$ cat src/itpp_pkg.sv
// package of types and constants for the ip transport protocol parser
`default_nettype none

package itpp_pkg;

	// payload types
	typedef logic [7:0] pkt_byte_t;
	typedef logic [7:0] proto_t;

	// longest packet in bytes, and counter widths that follow from it
	localparam int unsigned MAX_PACKET_LEN = 65535;
	localparam int unsigned CNT_W          = 16;
	localparam int unsigned END_W          = CNT_W + 1;

	typedef logic [CNT_W-1:0] cnt_t;
	typedef logic [END_W-1:0] end_t;

	// fixed byte offsets in the ip header
	localparam cnt_t OFS_VERSION  = cnt_t'(0);
	localparam cnt_t OFS_V4_PROTO = cnt_t'(9);
	localparam cnt_t OFS_V6_NH    = cnt_t'(6);
	localparam cnt_t V4_MIN_LEN   = cnt_t'(20);
	localparam cnt_t V6_HDR_LEN   = cnt_t'(40);

	// ip version codes
	localparam logic [3:0] VER_V4 = 4'd4;
	localparam logic [3:0] VER_V6 = 4'd6;

	// next header codes
	localparam proto_t NH_HOPBYHOP = 8'd0;
	localparam proto_t NH_TCP      = 8'd6;
	localparam proto_t NH_UDP      = 8'd17;
	localparam proto_t NH_ROUTING  = 8'd43;
	localparam proto_t NH_FRAGMENT = 8'd44;
	localparam proto_t NH_AH       = 8'd51;
	localparam proto_t NH_NONE     = 8'd59;
	localparam proto_t NH_DESTOPTS = 8'd60;

	// fixed fragment header length
	localparam end_t FRAG_LEN = end_t'(8);

endpackage

`default_nettype wire

$ cat src/itpp_if.sv
// request channels of the ip transport protocol parser
`default_nettype none

interface itpp_pkt_if;
	import itpp_pkg::*;

	logic      valid;
	logic      ready;
	pkt_byte_t packet_byte;
	logic      last_byte;

	modport source (output valid, output packet_byte, output last_byte, input ready);
	modport sink   (input valid, input packet_byte, input last_byte, output ready);
endinterface

interface itpp_res_if;
	import itpp_pkg::*;

	logic   valid;
	logic   ready;
	proto_t protocol;

	modport source (output valid, output protocol, input ready);
	modport sink   (input valid, input protocol, output ready);
endinterface

`default_nettype wire

$ cat src/ip_transport_protocol_parser_unit.sv
// ip transport protocol parser: finds the transport protocol of a byte stream
//
// pkt carries an ip packet one byte per request, from byte 0 up, with
// last_byte set on the final byte. result carries one request per packet,
// issued for its final byte: the transport protocol number, or 0 when the
// packet is malformed, truncated, over 65535 bytes or of an unsupported kind.
// ipv4 answers with byte 9; ipv6 walks the extension header chain (hop-by-hop,
// routing, destination options, fragment, ah) up to tcp or udp.
// each byte is registered once, then one pass of compare and small-add logic
// updates the parse state and, on the final byte, loads the result register.
// result valid rises once the final byte has moved from the input register into the result register.
// throughput is one byte per cycle with no gap between packets while the receiver keeps up.
// when the receiver stalls, bytes that are not final keep flowing; a final
// byte waits in the input register until the result register is free, and
// pkt.ready drops only then.
// reset empties both registers and returns the parse state to the start of
// a packet; no clearing pass is needed.
`default_nettype none

module ip_transport_protocol_parser_unit (
	input wire logic    clk,
	input wire logic    arst_n,
	itpp_pkt_if.sink    pkt,
	itpp_res_if.source  result
);
	import itpp_pkg::*;

	// input register
	logic      valid_s1;
	pkt_byte_t byte_s1;
	logic      last_s1;

	// parse state
	cnt_t       byte_count_q;
	logic       too_long_q;
	logic [3:0] ip_version_q;
	logic [5:0] v4_header_len_q;
	proto_t     v4_protocol_q;
	proto_t     cur_nh_q;
	cnt_t       ext_start_q;
	end_t       ext_end_q;
	proto_t     follow_nh_q;
	logic       failed_q;
	logic       done_q;

	// result register
	logic   res_valid_q;
	proto_t res_proto_q;

	// next state
	cnt_t       byte_count_d;
	logic       too_long_d;
	logic [3:0] ip_version_d;
	logic [5:0] v4_header_len_d;
	proto_t     v4_protocol_d;
	proto_t     cur_nh_d;
	cnt_t       ext_start_d;
	end_t       ext_end_d;
	proto_t     follow_nh_d;
	logic       failed_d;
	logic       done_d;
	proto_t     proto_d;

	logic advance;
	logic judge;
	proto_t judge_nh;
	end_t idx_ext;
	end_t start_ext;
	end_t new_end;

	// a final byte moves on only when the result register can take it
	assign advance   = valid_s1 && (!last_s1 || !res_valid_q || result.ready);
	assign pkt.ready = !valid_s1 || advance;

	assign result.valid    = res_valid_q;
	assign result.protocol = res_proto_q;

	// per-byte parse step
	always_comb begin
		byte_count_d    = byte_count_q;
		too_long_d      = too_long_q;
		ip_version_d    = ip_version_q;
		v4_header_len_d = v4_header_len_q;
		v4_protocol_d   = v4_protocol_q;
		cur_nh_d        = cur_nh_q;
		ext_start_d     = ext_start_q;
		ext_end_d       = ext_end_q;
		follow_nh_d     = follow_nh_q;
		failed_d        = failed_q;
		done_d          = done_q;
		judge           = 1'b0;
		judge_nh        = byte_s1;
		idx_ext         = {1'b0, byte_count_q};
		start_ext       = {1'b0, ext_start_q};
		new_end         = ext_end_q;
		proto_d         = '0;

		if (too_long_q || 32'(byte_count_q) >= MAX_PACKET_LEN) begin
			too_long_d = 1'b1;
		end else begin
			if (byte_count_q == OFS_VERSION) begin
				ip_version_d    = byte_s1[7:4];
				v4_header_len_d = {byte_s1[3:0], 2'b00};
			end
			if (byte_count_q == OFS_V4_PROTO)
				v4_protocol_d = byte_s1;

			// ipv6 extension header walk
			if (ip_version_d == VER_V6) begin
				if (byte_count_q == OFS_V6_NH) begin
					cur_nh_d = byte_s1;
					judge    = 1'b1;
					judge_nh = byte_s1;
				end else if (byte_count_q >= V6_HDR_LEN && !done_q && !failed_q) begin
					if (byte_count_q == ext_start_q) begin
						follow_nh_d = byte_s1;
						if (cur_nh_q == NH_FRAGMENT)
							ext_end_d = start_ext + FRAG_LEN;
					end else if (idx_ext == start_ext + end_t'(1)) begin
						case (cur_nh_q)
							NH_HOPBYHOP, NH_ROUTING, NH_DESTOPTS:
								new_end = start_ext
									+ end_t'({end_t'(byte_s1) + end_t'(1), 3'b000});
							NH_AH:
								new_end = start_ext
									+ end_t'({end_t'(byte_s1) + end_t'(2), 2'b00});
							default:
								new_end = ext_end_q;
						endcase
						ext_end_d = new_end;
						if (32'(new_end) > MAX_PACKET_LEN)
							failed_d = 1'b1;
					end else if (idx_ext > start_ext + end_t'(1)
							&& idx_ext + end_t'(1) == ext_end_q) begin
						cur_nh_d    = follow_nh_q;
						ext_start_d = ext_end_q[CNT_W-1:0];
						judge       = 1'b1;
						judge_nh    = follow_nh_q;
					end
				end
			end

			// header type check
			if (judge) begin
				case (judge_nh)
					NH_TCP, NH_UDP:
						done_d = 1'b1;
					NH_HOPBYHOP, NH_ROUTING, NH_DESTOPTS, NH_FRAGMENT, NH_AH: ;
					default:
						failed_d = 1'b1;
				endcase
			end

			byte_count_d = byte_count_q + cnt_t'(1);
		end

		// verdict on the final byte
		if (!too_long_d) begin
			if (ip_version_d == VER_V4) begin
				if (byte_count_d >= V4_MIN_LEN && cnt_t'(v4_header_len_d) >= V4_MIN_LEN
						&& cnt_t'(v4_header_len_d) <= byte_count_d)
					proto_d = v4_protocol_d;
			end else if (ip_version_d == VER_V6) begin
				if (byte_count_d >= V6_HDR_LEN && done_d && !failed_d)
					proto_d = cur_nh_d;
			end
		end
	end

	// input register
	always_ff @(posedge clk or negedge arst_n) begin
		if (!arst_n) begin
			valid_s1 <= 1'b0;
		end else if (pkt.ready) begin
			valid_s1 <= pkt.valid;
		end
	end

	always_ff @(posedge clk) begin
		if (pkt.ready && pkt.valid) begin
			byte_s1 <= pkt.packet_byte;
			last_s1 <= pkt.last_byte;
		end
	end

	// parse state, back to start after each final byte
	always_ff @(posedge clk or negedge arst_n) begin
		if (!arst_n) begin
			byte_count_q    <= '0;
			too_long_q      <= 1'b0;
			ip_version_q    <= '0;
			v4_header_len_q <= '0;
			v4_protocol_q   <= '0;
			cur_nh_q        <= '0;
			ext_start_q     <= V6_HDR_LEN;
			ext_end_q       <= '0;
			follow_nh_q     <= '0;
			failed_q        <= 1'b0;
			done_q          <= 1'b0;
		end else if (advance) begin
			if (last_s1) begin
				byte_count_q    <= '0;
				too_long_q      <= 1'b0;
				ip_version_q    <= '0;
				v4_header_len_q <= '0;
				v4_protocol_q   <= '0;
				cur_nh_q        <= '0;
				ext_start_q     <= V6_HDR_LEN;
				ext_end_q       <= '0;
				follow_nh_q     <= '0;
				failed_q        <= 1'b0;
				done_q          <= 1'b0;
			end else begin
				byte_count_q    <= byte_count_d;
				too_long_q      <= too_long_d;
				ip_version_q    <= ip_version_d;
				v4_header_len_q <= v4_header_len_d;
				v4_protocol_q   <= v4_protocol_d;
				cur_nh_q        <= cur_nh_d;
				ext_start_q     <= ext_start_d;
				ext_end_q       <= ext_end_d;
				follow_nh_q     <= follow_nh_d;
				failed_q        <= failed_d;
				done_q          <= done_d;
			end
		end
	end

	// result register
	always_ff @(posedge clk or negedge arst_n) begin
		if (!arst_n) begin
			res_valid_q <= 1'b0;
		end else if (advance && last_s1) begin
			res_valid_q <= 1'b1;
		end else if (result.ready) begin
			res_valid_q <= 1'b0;
		end
	end

	always_ff @(posedge clk) begin
		if (advance && last_s1)
			res_proto_q <= proto_d;
	end

endmodule

`default_nettype wire

$ cat src/flat_wrapper.sv
// flat-port wrapper written by rule: the top's interface ports become plain ports
module ip_transport_protocol_parser_unit_flat import itpp_pkg::*;
  (clk, arst_n, pkt_valid, pkt_packet_byte, pkt_last_byte, pkt_ready, result_valid, result_protocol, result_ready);
  itpp_pkt_if pkt_i ();
  itpp_res_if result_i ();
  input wire logic clk;
  input wire logic arst_n;
  input wire logic [$bits(pkt_i.valid)-1:0] pkt_valid;
  input wire logic [$bits(pkt_i.packet_byte)-1:0] pkt_packet_byte;
  input wire logic [$bits(pkt_i.last_byte)-1:0] pkt_last_byte;
  output wire logic [$bits(pkt_i.ready)-1:0] pkt_ready;
  output wire logic [$bits(result_i.valid)-1:0] result_valid;
  output wire logic [$bits(result_i.protocol)-1:0] result_protocol;
  input wire logic [$bits(result_i.ready)-1:0] result_ready;
  assign pkt_i.valid = pkt_valid;
  assign pkt_i.packet_byte = pkt_packet_byte;
  assign pkt_i.last_byte = pkt_last_byte;
  assign pkt_ready = pkt_i.ready;
  assign result_valid = result_i.valid;
  assign result_protocol = result_i.protocol;
  assign result_i.ready = result_ready;
  ip_transport_protocol_parser_unit u_core (.clk(clk), .arst_n(arst_n), .pkt(pkt_i), .result(result_i));
endmodule
$ cat config.mk
export PLATFORM = sky130hd
export DESIGN_NAME = ip_transport_protocol_parser_unit_flat
export DESIGN_NICKNAME = d
export VERILOG_FILES = /design/src/itpp_pkg.sv /design/src/itpp_if.sv /design/src/ip_transport_protocol_parser_unit.sv /design/src/flat_wrapper.sv
export SDC_FILE = /design/constraint.sdc
export NUM_CORES = 1
export LEC_CHECK = 0
export ABC_CLOCK_PERIOD_IN_PS = 6650
export BUFFER_PORTS_ARGS = -buffer_cell sky130_fd_sc_hd__buf_4
export CORE_UTILIZATION = 29
export CTS_BUF_LIST = sky130_fd_sc_hd__clkbuf_16
export CTS_CLUSTER_SIZE = 8
export DETAILED_ROUTE_END_ITERATION = 6
export HOLD_SLACK_MARGIN = 0.12
export PLACE_DENSITY = 0.52
export SYNTH_ARGS = -nofsm -noshare
export SYNTH_HDL_FRONTEND = slang
export SYNTH_SLANG_ARGS = --single-unit
$ cat constraint.sdc
create_clock -name clk -period 6.65 [get_ports clk]
set_input_delay 1.33 -clock clk [delete_from_list [all_inputs] [get_ports clk]]
set_output_delay 1.33 -clock clk [all_outputs]
set_load 0.005 [all_outputs]
* Yosys cells after proc, flatten, opt, wreduce, memory -nomap -nowiden
Cells that the tools add are included. Widths: inputs -> output; s select.
Cells by class: divide/modulo/power cells 0, magnitude comparators 8, mux-type cells 85, reductions and logical operators 35, equal/unequal tests 23, shift-type cells 0, bitwise gates (word level) 0, add/subtract/negate cells 8, $mul 0
Operators with widths (count):
- $mux 17 | 14
- $mux 8 | 28
- $mux 16 | 10
- $eq 8x6->1 const B | 8
- $add 16x1->17 const B | 2
- $add 16x17->17 | 2
- $pmux 17 s2 | 1
- $ge 16x6->1 const B | 2
- $mux 1 | 25
- $mux 6 | 3
- $add 16x4->17 const B | 1
- $eq 16x17->1 | 1
- $eq 17x17->1 | 1
- $gt 16x17->1 | 1
- $gt 17x16->1 const B | 1
- $add 16x1->16 const B | 1
- $eq 16x16->1 | 1
- $eq 16x3->1 const B | 1
- $eq 16x4->1 const B | 1
- $ge 16x16->1 const B | 1
- $ge 16x5->1 const B | 1
- $le 6x16->1 | 1
- $logic_not 16->1 | 1
- $logic_not 8->1 | 2
- 20 further kinds | 49
Storage, ports and cells: logic and storage cells 175, memories 0, memory bits (writable) 0, register bits 105, input port bits 13, ROM bits 0, output and inout bits 10, latch bits 0

* Depth between registers and ports, before layout
word-level depth 24, depth in mapped cells 16, depth with buffers taken out 15

* Worst setup path after synthesis
OpenSTA, ideal clock, no wires.
kind reg2reg, start register u_core.ext_start_q[3], end register u_core.res_proto_q[3] (netlist: u_core.result.protocol[3]), data pin, arrival time 3.678 ns, cell stages (with the launch flop) 15, clock period less this slack 3.954 ns, setup slack 2.696 ns, setup time 0.275 ns, path buffers 0, path through dfstp_2 > ha_1 > nand3_1 > nor3_1 > nand3_1 > nor3_1 > xnor2_1 > ha_1 > nand3_1 > a2111o_1 > and3_1 > nor4_1 > nand3_2 > o221ai_1 > o22ai_1
Between the ends: cells in the longest elaborated chain, start to end 23
RTL lines:
- start: declaration | RTL line ip_transport_protocol_parser_unit.sv:40 | cnt_t ext_start_q;
- start signal: assignment | RTL line ip_transport_protocol_parser_unit.sv:220 | ext_start_q <= ext_start_d;
- $add 16x17->17 (on tied branches) | RTL line ip_transport_protocol_parser_unit.sv:126, ip_transport_protocol_parser_unit.sv:123
- $pmux 17 s2 | RTL line ip_transport_protocol_parser_unit.sv:120 | case (cur_nh_q)
- $mux 17 | RTL line ip_transport_protocol_parser_unit.sv:119 | end else if (idx_ext == start_ext + end_t'(1)) begin
- $mux 17 | RTL line ip_transport_protocol_parser_unit.sv:115 | if (byte_count_q == ext_start_q) begin
- $mux 17 | RTL line ip_transport_protocol_parser_unit.sv:114 | end else if (byte_count_q >= V6_HDR_LEN && !done_q && !failed_q) begin
- $mux 17 | RTL line ip_transport_protocol_parser_unit.sv:110 | if (byte_count_q == OFS_V6_NH) begin
- $mux 17 | RTL line ip_transport_protocol_parser_unit.sv:109 | if (ip_version_d == VER_V6) begin
- $mux 17 | RTL line ip_transport_protocol_parser_unit.sv:98 | if (too_long_q || 32'(byte_count_q) >= MAX_PACKET_LEN) begin
- (+7 left out)
- $mux 1 | RTL line ip_transport_protocol_parser_unit.sv:145 | case (judge_nh)
- $mux 1 | RTL line ip_transport_protocol_parser_unit.sv:144 | if (judge) begin
- $mux 1 | RTL line ip_transport_protocol_parser_unit.sv:98
- $logic_not 1->1 | RTL line ip_transport_protocol_parser_unit.sv:164 | if (byte_count_d >= V6_HDR_LEN && done_d && !failed_d)
- $logic_and 1x1->1 | RTL line ip_transport_protocol_parser_unit.sv:164
- $mux 8 (*) | RTL line ip_transport_protocol_parser_unit.sv:164
- $mux 8 (*) | RTL line ip_transport_protocol_parser_unit.sv:163 | end else if (ip_version_d == VER_V6) begin
- $mux 8 (*) | RTL line ip_transport_protocol_parser_unit.sv:159 | if (ip_version_d == VER_V4) begin
- end signal: assignment | RTL line ip_transport_protocol_parser_unit.sv:242 | res_proto_q <= proto_d;
- end: declaration | RTL line ip_transport_protocol_parser_unit.sv:48 | proto_t res_proto_q;
Mark *: on every way between the ends. The rest lies on a longest branch, timed or not. The select of a mux whose other input is x is not followed. A chain may end at the register's enable or synchronous reset.

* Worst setup path after layout
start register u_core.ext_start_q[3], end register u_core.res_proto_q[4] (netlist: u_core.result.protocol[4]), data pin
The elaborated chain is that of the path after synthesis.

==> results.md <==
* Worst path slowest cell: dfstp_2
* Worst Path Arrival at 4990 ps
* Status: completed
* Leak at roughly 0.0038 uW
* H-tree depth at 3
* Initial DRC count at 684
* P&R area growth vs syn at 8.356%
* Core Area at 29800 sq um
* Worst hold-check path type: flip-flop to flip-flop
* Port bufs at 22
* Post-route cell area at around 9600 sq um
* CTS Buf Count at 9
* Final ANT Viol Nets at 0
* Synthesized instance count at ~1.1k
* # diodes at 0
* Die height at 176.4 microns
* Flops & latches, synth at between 100 and 150
* Worst Path Buf+Inv at 0
* Most used cell, CP: nand3_1
* Crit. Startpoint: u_core.ext_start_q[3]$_DFFE_PN1P_
* Mapped Area at 8820 sq um
* RSZ-0062 raised after global routing: no
* Dpl cell area at 9259 sq um
* Pre-antenna DRT Iters at 5
* Synth Net Count at approximately 1.1k
* CTS tree: done
* Slew Viols, Final at 0
* First-pass GRT wire length at 47330 microns
* Clock buffer depth at 2
* Die W at 176.4 microns
* WS Path Type: flip-flop to flip-flop
* Gr usage total at 0.1979
* Netlist cell types at 87
* Via count at 8216
* Largest net degree at the start of global routing at 54
* Critical-path maximum fanout at 10
* Vias/cell at between 5 and 6
* Sink Count at 105
* Max Cap Violations at 0
* Initial antenna violation count at 0
* Slew @ Worst Pin at 1159 ps
* CTS Root Cell: clkbuf_16
* Peak VDD IR at 0.1170 mV
* EDFF count, synth at 17
* Number of setup buffers added after CTS at 0
* Vias in the first global route at 7933
* CP top delay family: simple AND/OR/NAND/NOR gates
* Site Rows at 63
* Clock latency on the worst-skew pair at about 370 ps
* Fmax at 204.6 MHz
* Sum of negative setup slack at 0 ps
* Cells along the critical path: ha_1 -> nand3_1 -> nor3_1 -> nand3_1 -> nor3_1 -> xnor2_1 -> ha_1 -> nand3_1 -> a2111o_1 -> and3_1 -> nor4_1 -> nand3_2 -> o221ai_1 -> o22ai_1
* DRC at 0
* Slowest stage delay, CP at 640 ps
* Num ports at 23
* Starting Density at 0.2960
* Final hold violation count at 0
* Nets at approximately 1.1k
* Gpl congestion at 0.8890
* Routed WL per cell at between 20 and 25 microns
* Hold Startpoint: u_core.v4_protocol_q[5]$_DFFE_PN0P_
* Mean Syn Cell Area at 8.368 sq um
* Sequential fraction of the synthesis area at 0.3078
* Nature of the critical path endpoint: flip-flop
* Total wire length at 29850 microns
* CTS clk-pin slew, worst paths at 80 ps
* Reg-to-Reg Start: u_core.ext_start_q[3]$_DFFE_PN1P_
* Top_reg_cell synth: dfrtp_1
* Min Tclk post-route at 4887 ps
* # hold bufs at CTS at 0
* Share of post-route cells with drive strength above 1 at 0.07544
* Post-cts sizing count at 0
* Final HPWL DP at 22030 microns
* Final setup fails at 0
* Critical path startpoint category: flip-flop
* Pwr Density at between 150 and 200 nW/um^2
* Ys Warns at 0
* Die Area at 31110 sq um
* Clk_skew at 12.92 ps
* Max-Slew Margin vs Limit at 0.2219
* Asr flop ratio synth at 0.8381
* Worst Path Required at about 6800 ps
* Final period util at 0.7350
* Gr ovfl total at 0
## worst paths after layout
kind                                                                end  slack, ps  depth (start not counted)
worst min register to register      u_core.v4_protocol_q[5]$_DFFE_PN0P_        480                          2
min in group asynchronous              u_core.ext_end_q[15]$_DFFE_PN0P_        920                          1
worst max-delay path            u_core.result.protocol[4]$_SDFFCE_PN0P_       1760                         14
max in group asynchronous                     u_core.done_q$_DFFE_PN0P_       4580                          2
worst min-delay path                u_core.v4_protocol_q[5]$_DFFE_PN0P_        480                          2
worst max register to register  u_core.result.protocol[4]$_SDFFCE_PN0P_       1760                         14
## cells in the mapped netlist, types with 29 or more instances
cell       n  share of area
o21ai_1   29          0.016
nor2_1    73          0.031
inv_1     30          0.013
nor3_1    31          0.018
xor2_1    37          0.037
nand4_1   29          0.021
xnor2_1   53          0.053
clkbuf_1  43          0.018
nand2_1   97          0.041
o21ai_0   63          0.036
ha_1      49          0.070
dfrtp_1   86           0.24
a22o_1    30          0.030
a21oi_1   73          0.041
## kinds of logic (layout without fill, tap and decap cells)
family,count (synthesis),count (layout),synth area share
buf+inv,99,79,0.04639
fa+ha+maj,51,51,0.07405
mux,7,7,0.008086
compound gates,329,329,0.2485
flops,105,105,0.3078
simple gates,373,373,0.2257
xor+xnor,90,90,0.08937
## power by group
part	leakage, uW	switching (uW)	total, uW	internal [uW]
Sequential	0.00138	45.0	732	687
Clock	0.000141	295	560	265
Combinational	0.00227	205	337	133
Total	0.00379	545	1630	1080
## registers in the layout (all words and copies together), names as in the netlist
register,cells
u_core.byte_count_q,16
u_core.done_q,1
u_core.result.valid,1
u_core.v4_header_len_q,6
u_core.result.protocol,8
u_core.ip_version_q,4
u_core.ext_end_q,17
u_core.ext_start_q,16
u_core.byte_s1,8
u_core.cur_nh_q,8
u_core.failed_q,1
u_core.follow_nh_q,8
u_core.last_s1,1
u_core.too_long_q,1
u_core.valid_s1,1
u_core.v4_protocol_q,8
## final cells by class
type	instances	area, sq um
fillers	3143	20240
multi-input cells	850	5695
flip-flops and latches	105	2715
well taps	390	488.0
repair buffers	33	247.7
clock buffers	9	225.2
inverters	30	112.6
clock inverters	7	72.57
## routing by layer
layer	part of all wire	routed length [microns]	global-route usage	vias to the layer above
li1	-	-	-	3886
met1	0.46	13820	0.2735	3992
met2	0.46	13660	0.3177	283
met3	0.052	1561	0.02756	55
met4	0.027	813	0.06106	0
met5	0	0	0	-
## cells in the final DEF (no fill, tap or decap), types with 11 or more instances in the layout
cell type / netlist / routed
nand2_1: 97 / 97
dfrtp_1: 86 / 86
nor2_1: 73 / 73
a21oi_1: 73 / 73
o21ai_0: 63 / 63
xnor2_1: 53 / 53
ha_1: 49 / 49
xor2_1: 37 / 37
buf_4: 3 / 33
nor3_1: 31 / 31
inv_1: 30 / 30
a22o_1: 30 / 30
nand4_1: 29 / 29
o21ai_1: 29 / 29
nand3_1: 25 / 25
and2_1: 17 / 17
nor4_1: 17 / 17
edfxtp_1: 17 / 17
o22ai_1: 14 / 14
o221ai_1: 12 / 12
nand2b_1: 11 / 11
o21a_1: 11 / 11
## worst reg2reg max path, cell delays in order, from the launching register on
cell and delay [ps]:
dfstp_2 640, ha_1 260, nand3_1 250, nor3_1 390, nand3_1 140, nor3_1 250, xnor2_1 90, ha_1 300
nand3_1 180, a2111o_1 440, and3_1 160, nor4_1 640, nand3_2 390, o221ai_1 350, o22ai_1 120
## through the flow
step	utilization	std cells	power, uW	hold slack [ps]	worst slack, ps
after floorplan	-	1054	974.0	444.2	2696
after global placement	0.3107	1408	1078	460.1	2025
after detailed placement	0.3107	1408	1083	467.9	1853
after CTS	0.3207	1424	1640	487.5	1843
after global routing	0.3207	1424	1707	513.3	1236
final	0.3207	1424	1630	481.4	1763
Note: power is estimated with default switching activity, not from simulation.
